`config.mk`:
```
export PLATFORM = sky130hd
export DESIGN_NAME = bezier_degree_elevation_core
export DESIGN_NICKNAME = d
export VERILOG_FILES = /design/src/sv/bde_pkg.sv /design/src/sv/bezier_degree_elevation_core.sv /design/src/sv/bde_ctrl.sv /design/src/sv/bde_dpath.sv
export SDC_FILE = /design/constraint.sdc
export NUM_CORES = 2
export LEC_CHECK = 0
export BUFFER_PORTS_ARGS = -buffer_cell sky130_fd_sc_hd__buf_2
export CAP_MARGIN = 15
export CORE_AREA = 4 4 258 260
export DETAILED_ROUTE_END_ITERATION = 8
export DIE_AREA = 0 0 262 264
export PLACE_DENSITY = 0.74
export RECOVER_POWER = 100
export SLEW_MARGIN = 30
export SYNTH_ARGS = -nofsm -noshare
export SYNTH_HDL_FRONTEND = slang
export SYNTH_HIERARCHICAL = 1
export SYNTH_SLANG_ARGS = --single-unit
```
`constraint.sdc`:
```
create_clock -name clk -period 8 [get_ports clk]
set_input_delay 0.8 -clock clk [delete_from_list [all_inputs] [get_ports clk]]
set_output_delay 0.8 -clock clk [all_outputs]
set_load 0.02 [all_outputs]
```
`src/sv/bde_pkg.sv`:
```
// ----------------------------------------------------------------------------
// bde_pkg: shared types and constants for Bezier degree elevation
// Holds payload widths, the divider length and the controller/datapath
// command and status bundles.
// ----------------------------------------------------------------------------
package bde_pkg;

	localparam int VAL_W     = 32;  // Q16.16 coordinate
	localparam int K_W       = 9;   // row length 1..256
	localparam int POS_W     = 8;   // index within a row
	localparam int SUM_W     = 42;  // signed weighted sum
	localparam int MAG_W     = 40;  // magnitude of the weighted sum
	localparam int DIV_STEPS = 40;  // one quotient bit per step
	localparam int CNT_W     = 6;
	localparam int ADDR_W    = 3;
	localparam int DATA_W    = 32;

	localparam logic       REG_ROW_POINTS   = 1'b0;  // register index
	localparam logic [K_W-1:0] ROW_POINTS_RESET = 9'd2;

	typedef struct packed {
		logic accept;     // latch operands, advance row state
		logic mul;        // form both weighted products
		logic sum;        // add the products
		logic div_init;   // load magnitude and sign into the divider
		logic div_step;   // one restoring step
		logic emit_q;     // load Q(i) into the output register
		logic emit_end;   // load Q(k) with row_end set
	} bde_cmd_t;

	typedef struct packed {
		logic pos_zero;   // incoming request starts a row
		logic row_last;   // latched request closes its row
		logic div_last;   // final divider step this cycle
		logic out_free;   // output register can take a result
	} bde_sts_t;

endpackage

```
`src/sv/bezier_degree_elevation_core.sv`:
```
// ----------------------------------------------------------------------------
// bezier_degree_elevation_core: raise a Bezier control row by one degree
// Streams k control coordinates in, returns k+1 raised coordinates.
//
//   channel  | direction | handshake                  | payload
//   ---------+-----------+----------------------------+----------------------
//   point    | in        | point_valid / point_ready  | point_value
//   raised   | out       | raised_valid / raised_ready| raised_value, row_end
//   config   | in        | APB psel / penable         | row_points @ 0x0
//
// An interior point goes from request to result through accept, multiply,
// add, divider load, 40 restoring-divider steps and one output load, the
// serial divider by k being the long part. A point at row start goes from
// accept straight to its output load. The row's final point adds one more
// result (Q(k)), loaded after Q(i) once the output register is free. Reset
// clears the row position, the previous value and row_points to 2. A stalled
// output holds the core in its emit state; the next request is taken as soon
// as the last result of the current one sits in the output register.
// ----------------------------------------------------------------------------
module bezier_degree_elevation_core import bde_pkg::*; #(
	parameter int MAX_POINTS = 256
) (
	input  logic                    clk,
	input  logic                    arst_n,
	// configuration
	input  logic                    psel,
	input  logic                    penable,
	input  logic                    pwrite,
	input  logic [ADDR_W-1:0]       paddr,
	input  logic [DATA_W-1:0]       pwdata,
	output logic [DATA_W-1:0]       prdata,
	output logic                    pready,
	// input points
	input  logic                    point_valid,
	output logic                    point_ready,
	input  logic signed [VAL_W-1:0] point_value,
	// raised points
	output logic                    raised_valid,
	input  logic                    raised_ready,
	output logic signed [VAL_W-1:0] raised_value,
	output logic                    row_end
);

	logic [K_W-1:0] row_points_q;
	logic           reg_hit;
	bde_cmd_t       cmd;
	bde_sts_t       sts;

	// Register decode: one word, index taken from the word address bit.
	assign pready  = 1'b1;
	assign reg_hit = (paddr[2] == REG_ROW_POINTS);

	always_ff @(posedge clk or negedge arst_n) begin
		if (!arst_n) begin
			row_points_q <= ROW_POINTS_RESET;
		end else if (psel && penable && pwrite && pready && reg_hit) begin
			row_points_q <= pwdata[K_W-1:0];
		end
	end

	// Return the stored length; unmapped words read as zero.
	assign prdata = reg_hit ? {{(DATA_W-K_W){1'b0}}, row_points_q} : '0;

	// Sequencer: one request at a time through the datapath.
	bde_ctrl u_ctrl (
		.clk       (clk),
		.arst_n    (arst_n),
		.req_valid (point_valid),
		.req_ready (point_ready),
		.sts       (sts),
		.cmd       (cmd)
	);

	// Row state, weighted sum, divider and output register.
	bde_dpath #(
		.MAX_POINTS (MAX_POINTS)
	) u_dpath (
		.clk          (clk),
		.arst_n       (arst_n),
		.row_points   (row_points_q),
		.point_value  (point_value),
		.cmd          (cmd),
		.sts          (sts),
		.raised_valid (raised_valid),
		.raised_ready (raised_ready),
		.raised_value (raised_value),
		.row_end      (row_end)
	);

endmodule

```
`src/sv/bde_ctrl.sv`:
```
// ----------------------------------------------------------------------------
// bde_ctrl: sequencing state machine
// Walks one request through multiply, add, divide and result emission.
// ----------------------------------------------------------------------------
module bde_ctrl import bde_pkg::*; (
	input  logic     clk,
	input  logic     arst_n,
	input  logic     req_valid,
	output logic     req_ready,
	input  bde_sts_t sts,
	output bde_cmd_t cmd
);

	typedef enum logic [6:0] {
		ST_IDLE  = 7'b0000001,
		ST_MUL   = 7'b0000010,
		ST_SUM   = 7'b0000100,
		ST_DINIT = 7'b0001000,
		ST_DIV   = 7'b0010000,
		ST_EMIT1 = 7'b0100000,
		ST_EMIT2 = 7'b1000000
	} bde_state_t;

	bde_state_t state_q, state_d;

	always_ff @(posedge clk or negedge arst_n) begin
		if (!arst_n) begin
			state_q <= ST_IDLE;
		end else begin
			state_q <= state_d;
		end
	end

	always_comb begin
		state_d   = state_q;
		cmd       = '0;
		req_ready = 1'b0;
		unique case (state_q)
			ST_IDLE: begin
				req_ready = 1'b1;
				if (req_valid) begin
					cmd.accept = 1'b1;
					state_d    = sts.pos_zero ? ST_EMIT1 : ST_MUL;
				end
			end
			ST_MUL: begin
				cmd.mul = 1'b1;
				state_d = ST_SUM;
			end
			ST_SUM: begin
				cmd.sum = 1'b1;
				state_d = ST_DINIT;
			end
			ST_DINIT: begin
				cmd.div_init = 1'b1;
				state_d      = ST_DIV;
			end
			ST_DIV: begin
				cmd.div_step = 1'b1;
				if (sts.div_last) begin
					state_d = ST_EMIT1;
				end
			end
			ST_EMIT1: begin
				if (sts.out_free) begin
					cmd.emit_q = 1'b1;
					state_d    = sts.row_last ? ST_EMIT2 : ST_IDLE;
				end
			end
			ST_EMIT2: begin
				if (sts.out_free) begin
					cmd.emit_end = 1'b1;
					state_d      = ST_IDLE;
				end
			end
			default: begin
				state_d = ST_IDLE;
			end
		endcase
	end

endmodule

```
`src/sv/bde_dpath.sv`:
```
// ----------------------------------------------------------------------------
// bde_dpath: row state, weighted sum, serial divider, output register
// Restoring divider produces one quotient bit per cycle.
// ----------------------------------------------------------------------------
module bde_dpath import bde_pkg::*; #(
	parameter int MAX_POINTS = 256
) (
	input  logic                    clk,
	input  logic                    arst_n,
	input  logic [K_W-1:0]          row_points,
	input  logic signed [VAL_W-1:0] point_value,
	input  bde_cmd_t                cmd,
	output bde_sts_t                sts,
	output logic                    raised_valid,
	input  logic                    raised_ready,
	output logic signed [VAL_W-1:0] raised_value,
	output logic                    row_end
);

	localparam int KCAP = (MAX_POINTS < 256) ? MAX_POINTS : 256;

	logic [K_W-1:0]   k_cfg, k_eff;
	logic [POS_W-1:0] pos_eff, pos_next;
	logic             pos_last;

	logic [POS_W-1:0]        row_pos_q;
	logic signed [VAL_W-1:0] prev_val_q;

	logic signed [VAL_W-1:0] cur_q, prev_op_q;
	logic [K_W-1:0]          pos_op_q, rest_op_q, k_q;
	logic                    pos_zero_q, last_q;

	logic signed [SUM_W-1:0] prod_a_q, prod_b_q, sum_q, sum_neg;
	logic [MAG_W-1:0]        dvd_q;
	logic [K_W-1:0]          rem_q;
	logic [CNT_W-1:0]        cnt_q;
	logic                    neg_q;
	logic [K_W:0]            trial;
	logic                    ge;

	logic [VAL_W-1:0]        quot, q_val;
	logic                    out_free;

	// Effective length: zero reads as one, clamp to the supported maximum.
	always_comb begin
		k_cfg = (row_points == '0) ? K_W'(1) : row_points;
		k_eff = (k_cfg > K_W'(KCAP)) ? K_W'(KCAP) : k_cfg;
	end

	always_comb begin
		pos_eff  = ({1'b0, row_pos_q} >= k_eff) ? '0 : row_pos_q;
		pos_last = ({1'b0, pos_eff} + K_W'(1)) >= k_eff;
		pos_next = pos_last ? '0 : pos_eff + POS_W'(1);
	end

	always_ff @(posedge clk or negedge arst_n) begin
		if (!arst_n) begin
			row_pos_q  <= '0;
			prev_val_q <= '0;
		end else if (cmd.accept) begin
			row_pos_q  <= pos_next;
			prev_val_q <= point_value;
		end
	end

	// Operand capture and arithmetic.
	always_ff @(posedge clk) begin
		if (cmd.accept) begin
			cur_q      <= point_value;
			prev_op_q  <= prev_val_q;
			pos_op_q   <= {1'b0, pos_eff};
			rest_op_q  <= k_eff - {1'b0, pos_eff};
			k_q        <= k_eff;
			pos_zero_q <= (pos_eff == '0);
			last_q     <= pos_last;
		end
		if (cmd.mul) begin
			prod_a_q <= SUM_W'($signed({1'b0, pos_op_q})) * SUM_W'(prev_op_q);
			prod_b_q <= SUM_W'($signed({1'b0, rest_op_q})) * SUM_W'(cur_q);
		end
		if (cmd.sum) begin
			sum_q <= prod_a_q + prod_b_q;
		end
	end

	assign sum_neg = -sum_q;
	assign trial   = {rem_q, dvd_q[MAG_W-1]};
	assign ge      = trial >= {1'b0, k_q};

	always_ff @(posedge clk) begin
		if (cmd.div_init) begin
			neg_q <= sum_q[SUM_W-1];
			dvd_q <= sum_q[SUM_W-1] ? sum_neg[MAG_W-1:0] : sum_q[MAG_W-1:0];
			rem_q <= '0;
		end else if (cmd.div_step) begin
			rem_q <= ge ? K_W'(trial - {1'b0, k_q}) : trial[K_W-1:0];
			dvd_q <= {dvd_q[MAG_W-2:0], ge};
		end
	end

	always_ff @(posedge clk or negedge arst_n) begin
		if (!arst_n) begin
			cnt_q <= '0;
		end else if (cmd.div_init) begin
			cnt_q <= '0;
		end else if (cmd.div_step) begin
			cnt_q <= cnt_q + CNT_W'(1);
		end
	end

	assign quot  = dvd_q[VAL_W-1:0];
	assign q_val = pos_zero_q ? cur_q : (neg_q ? -quot : quot);

	// Output register.
	assign out_free = !raised_valid || raised_ready;

	always_ff @(posedge clk or negedge arst_n) begin
		if (!arst_n) begin
			raised_valid <= 1'b0;
		end else if (cmd.emit_q || cmd.emit_end) begin
			raised_valid <= 1'b1;
		end else if (raised_ready) begin
			raised_valid <= 1'b0;
		end
	end

	always_ff @(posedge clk) begin
		if (cmd.emit_q) begin
			raised_value <= q_val;
			row_end      <= 1'b0;
		end else if (cmd.emit_end) begin
			raised_value <= cur_q;
			row_end      <= 1'b1;
		end
	end

	always_comb begin
		sts.pos_zero = (pos_eff == '0);
		sts.row_last = last_q;
		sts.div_last = (cnt_q == CNT_W'(DIV_STEPS - 1));
		sts.out_free = out_free;
	end

endmodule

```
# After elaboration in Yosys (flattened, before gate mapping)
# Cells that the tools add are included.
[op_classes]
eq_ne = 12
bitwise_logic = 1
n_mux = 34
magnitude_cmp = 4
mul = 2
reduce_logical = 12
n_addsub = 8
[op_table]
columns = ["operator", "n"]
rows = [
  ["$mux 32", 4],
  ["$mux 40", 3],
  ["$pmux 7 s7", 1],
  ["$add 42x42->42", 1],
  ["$mul 10x32->42", 1],
  ["$mul 9x32->41", 1],
  ["$neg 40->40", 1],
  ["$mux 9", 4],
  ["$mux 7", 5],
  ["$neg 32->32", 1],
  ["$mux 6", 3],
  ["$mux 8", 2],
  ["$mux 1", 12],
  ["$ge 10x9->1", 1],
  ["$add 8x1->9 const B", 1],
  ["$ge 8x9->1", 1],
  ["$ge 9x9->1", 1],
  ["$gt 9x9->1 const B", 1],
  ["$logic_not 9->1", 1],
  ["$sub 9x8->9", 1],
  ["$sub 9x9->9", 1],
  ["$add 8x1->8 const B", 1],
  ["$logic_not 8->1", 1],
  ["$ne 2x2->1 const B", 4],
  ["15 further kinds", 20],
]
[word_totals]
register_bits = 364
word_cells = 94
output_inout_bits = 68

# Longest topological paths before layout
[logic_depth]
ltp_word = 10
depth_mapped = 28
ltp_nobuf = 27

# Modules after synthesis
# The synthesis kept the hierarchy.
[by_module_without_submodules]
columns = ["mod", "instances", "cells_per_inst", "area_per_inst_um2"]
rows = [
  ["bde_dpath", 1, 3473, 35173.7],
  ["bezier_degree_elevation_core", 1, 54, 618.1],
  ["bde_ctrl", 1, 53, 504.2],
]

# Worst setup path after synthesis
# OpenSTA, ideal clock, no wires.
[synth_timing]
path_kind = "reg2reg"
startpoint = "register u_dpath.rest_op_q[1]"
endpoint = "register u_dpath.prod_b_q[38], data pin"
arrival_ns = 5.640
slack_ns = 2.100
path_stages_with_launch = 22
synth_period_minus_slack_ns = 5.900
t_required_ns = 7.740
path_cell_list = "edfxtp_1 clkbuf_1 nand2_1 fa_1 inv_1 fa_1 inv_1 fa_1 inv_1 fa_1 fa_1 ha_1 o21ai_0 a211o_1 or3_1 o21ai_1 a21boi_1 o31ai_1 a21oi_1 o311ai_0 a21oi_1 xnor2_1"
[synth_via]
elab_chain_cells = 1
[synth_lines]
columns = ["element", "line_no", "source"]
rows = [
  ["from (decl)", "bde_dpath.sv:30", "logic [K_W-1:0] pos_op_q, rest_op_q, k_q;"],
  ["from (signal assigned)", "bde_dpath.sv:72", "rest_op_q <= k_eff - {1'b0, pos_eff};"],
  ["$mul 10x32->42", "bde_dpath.sv:79", "prod_b_q <= SUM_W'($signed({1'b0, rest_op_q})) * SUM_W'(cur_q);"],
  ["to (signal assigned)", "bde_dpath.sv:79", ""],
  ["to (decl)", "bde_dpath.sv:33", "logic signed [SUM_W-1:0] prod_a_q, prod_b_q, sum_q, sum_neg;"],
]
# Every way passes these cells.
# A chain may end at the register's enable or synchronous reset.

# Worst setup path in the final report
# Ends and elaborated chain as after synthesis.

==> flow_summary_export.csv <==
group,metric,value,unit
critical_path,critPathArrivalTime,7.57,ns
floorplan,dieHeight,264,um
run_status,violations,"max-capacitance violations, max-slew violations",
clocking,ctsHoldBuffers,0,
floorplan,die_area,69200,um2
yosys,synth.distinct_cells,82,
final_layout,areaGrowthSynthToFinish,6.54,%
yosys,yosys-top-cells-area,"fa_1, edfxtp_1, ha_1, and2_1, inv_1",
critical_path,crit_fanout,25,
min_path,hp-class,"in -> reg",
critical_path,critPathMaxStageDelay,1.04,ns
clocking,numCtsBuffers,42,
timing,tns,0,ns
clocking,cts_root_buffer,"clkbuf_16",
yosys,synth_edf_count,289,
clocking,cts_tree,"built",
critical_path,cp.required,8.31,ns
floorplan,num_rows,93,
timing,rsz0062_at_grt,"false",
floorplan,die_x,262,um
timing,slew_violations,497,
clocking,path_clk_slew,0.06,ns
timing,max-slew-margin-rel,-160,%
timing,period_share,90.7,%
run_status,status,"complete, but fails checks",
clocking,clk_latency,0.57,ns
yosys,synthFlopType,"edfxtp_1",
routing,routed_wl,78800,um
placed_design,dp_hpwl,62700,um
critical_path,worstSetupPathType,"reg -> reg",
floorplan,initial_utilization,56.6,%
yosys,ys_seq_area_share,28.8,%
global_routing,grt_pass1_vias,24800,
timing,hold_viol,0,
yosys,synth_top_area_share,24.0,%
clocking,ctsResizeCount,0,
critical_path,crit_chain,"nand2_1 -> fa_1 -> inv_1 -> fa_1 -> inv_1 -> fa_1 -> inv_1 -> fa_1 -> fa_1 -> ha_1 -> o21ai_0 -> a211o_1 -> or3_1 -> o21ai_0 -> a21boi_0 -> o31ai_1 -> a21oi_1 -> o311ai_0 -> a21oi_1 -> xnor2_1",
global_routing,antenna_found_initial,3,
floorplan,core_area,64100,um2
clocking,clock_tree.buffer_depth,3,
routing,vias_per_cell,5.46,
min_path,whs_path_depth,1,
yosys,synthCells,3580,
global_routing,grt_pass1_wl,130000,um
final_layout,drive_above_1_share,5.31,%
routing,antenna_left,0,
global_routing,overflow,0,
critical_path,r2r_cells,20,
critical_path,path_common_cell,"fa_1",
timing,max_freq,138,MHz
timing,finalSetupViolCount,0,
placed_design,gp_congestion,0.880,
yosys,synthesis.area,36300,um2
yosys,synth_warnings,6,
routing,drc,0,
timing,finalClockSkew,0.0297,ns
routing,drt_iter0_markers,1340,
global_routing,grt_max_degree,89,
clocking,h-tree-depth,2,
final_layout,nets,4362,
yosys,yosys.area.top_type,"fa_1",
job,drv_cap,9,
critical_path,cp-end-kind,"flop",
yosys,async_flop_share,17.4,%
yosys,yosys_register_bits,362,
critical_path,slowest_stage,"edfxtp_1",
clocking,post_cts_buffers,0,
global_routing,grtUsageTotal,23.4,%
timing,whs,0.436,ns
placed_design,io_buffers,92,
floorplan,ioPinCount,142,
timing,tightest_slew,3.91,ns
routing,routedWlPerCell,17.6,um
clocking,cts_sinks,362,
yosys,avgSynthCellArea,10.1,um2
critical_path,critPathLaunchType,"flop",
routing,dr.pass1.iters,5,
timing,finalCriticalPeriod,7.25,ns
routing,vias,24500,
[critical path: cells and delay by family, from the launching register on]
kind | cells | cell delay (ns)
adders and majority gates | 6 | 2.93
and+or+nand+nor | 2 | 0.59
buffers and inverters | 3 | 0.18
DFF | 1 | 1.04
AOI/OAI and AO/OA | 8 | 2.09
xor gates and xnor gates | 1 | 0.13
[worst paths after layout]
| check | start | end | slack [ns] |
|---|---|---|---|
| worst min-delay path | point_value[24] | u_dpath/cur_q[24] | 0.44 |
| worst min register to register | u_dpath/prev_val_q[28] | u_dpath/prev_op_q[28] | 0.44 |
| max in group asynchronous | arst_n | u_dpath/prev_val_q[3] | 4.24 |
| worst max-delay path | u_dpath/rest_op_q[1] | u_dpath/prod_b_q[38] | 0.75 |
| worst max register to register | u_dpath/rest_op_q[1] | u_dpath/prod_b_q[38] | 0.75 |
| min in group asynchronous | arst_n | u_dpath/prev_val_q[9] | 1.60 |
[final cells by class]
class / count / area, um2
clock buffer: 53 / 1190
sequential: 362 / 10500
inverter: 569 / 2140
clock inverter: 25 / 238
multi-input combinational: 2514 / 23100
antenna: 1 / 2.50
timing repair buffer: 113 / 520
fill: 5378 / 25400
tap: 855 / 1070
[state kept, by name, summed over array words and instances, names as in the netlist, 9 cells and up]
signal / cells
u_dpath/prev_val_q: 32
u_dpath/sum_q: 41
u_dpath/dvd_q: 40
u_dpath/prev_op_q: 32
row_points_q: 9
u_dpath/rem_q: 9
u_dpath/raised_value: 32
u_dpath/prod_b_q: 42
u_dpath/rest_op_q: 9
u_dpath/prod_a_q: 41
u_dpath/cur_q: 32
u_dpath/k_q: 9
[metal layers]
metal	global-route usage (%)	up-vias	routed length [um]
li1	-	11600	-
met1	34.7	12100	36400
met2	35.3	698	34500
met3	6.38	75	6900
met4	3.98	0	1120
met5	0	-	0
[cells by family (layout without fill, tap and decap cells)]
| group | Yosys count | in the layout | share of synthesized area, % |
|---|---|---|---|
| DFF | 362 | 362 | 28.8 |
| adders and majority gates | 686 | 686 | 32.6 |
| AOI/OAI and AO/OA | 520 | 520 | 9.16 |
| xor gates and xnor gates | 205 | 205 | 4.95 |
| muxes | 60 | 60 | 1.83 |
| other | 2 | 25 | 0.0207 |
| buffers and inverters | 726 | 760 | 7.83 |
| and+or+nand+nor | 1019 | 1019 | 14.8 |
[metrics by stage]
step	util (%)	std cells	worst slack [ns]	cell area (um2)
floorplan	-	3602	2.10	36400
global placement	58.2	4408	1.19	37300
detailed placement	58.3	4410	1.12	37400
CTS	60.5	4488	1.06	38800
global route	60.3	4491	0.533	38700
finish	60.3	4492	0.747	38700
[Yosys cell counts (all sizes together), types with 8 or more instances]
| cell | n |
|---|---|
| clkbuf | 114 |
| a31oi | 8 |
| nand3 | 24 |
| o41ai | 15 |
| and2 | 356 |
| nand4 | 18 |
| nor4 | 10 |
| and3 | 17 |
| o21ai | 123 |
| nor2b | 23 |
| dfxtp | 10 |
| a211o | 8 |
| and2b | 9 |
| or2 | 13 |
| or3 | 13 |
| edfxtp | 289 |
| nand2b | 25 |
| a211oi | 26 |
| a21oi | 157 |
| nor2 | 125 |
| mux2i | 9 |
| xnor2 | 101 |
| or4 | 13 |
| a21o | 74 |
| buf | 43 |
| o21a | 16 |
| dfrtp | 61 |
| o21bai | 18 |
| nand2 | 322 |
| ha | 251 |
| xor2 | 104 |
| inv | 568 |
| o31ai | 29 |
| mux2 | 51 |
| fa | 435 |
| nor3 | 27 |
[placed cells by master, fill, tap and decap left out, types with 10 or more instances in the layout]
master and instances:
inv_1 568, o21a_1 16, nand2b_1 25, edfxtp_1 289, ha_1 251, nand2_1 322, a211oi_1 25, dfxtp_1 10
nor3_1 27, xnor2_1 101, conb_1 24, nand3_1 24, dfrtp_1 61, or3_1 10, o31ai_1 23, nor4_1 10
nor2b_1 23, xor2_1 104, a21oi_1 157, clkbuf_16 46, clkbuf_1 88, nand4_1 18, a21o_1 74, and2_0 12
buf_2 17, o21ai_0 122, and2_1 344, o41ai_1 15, o21bai_1 18, and3_1 16, nor2_1 125, mux2_2 51
fa_1 435
Power is left out: the tool's default activity adds up to more than one toggle a clock period on the data nets, which glitch-free logic cannot reach.
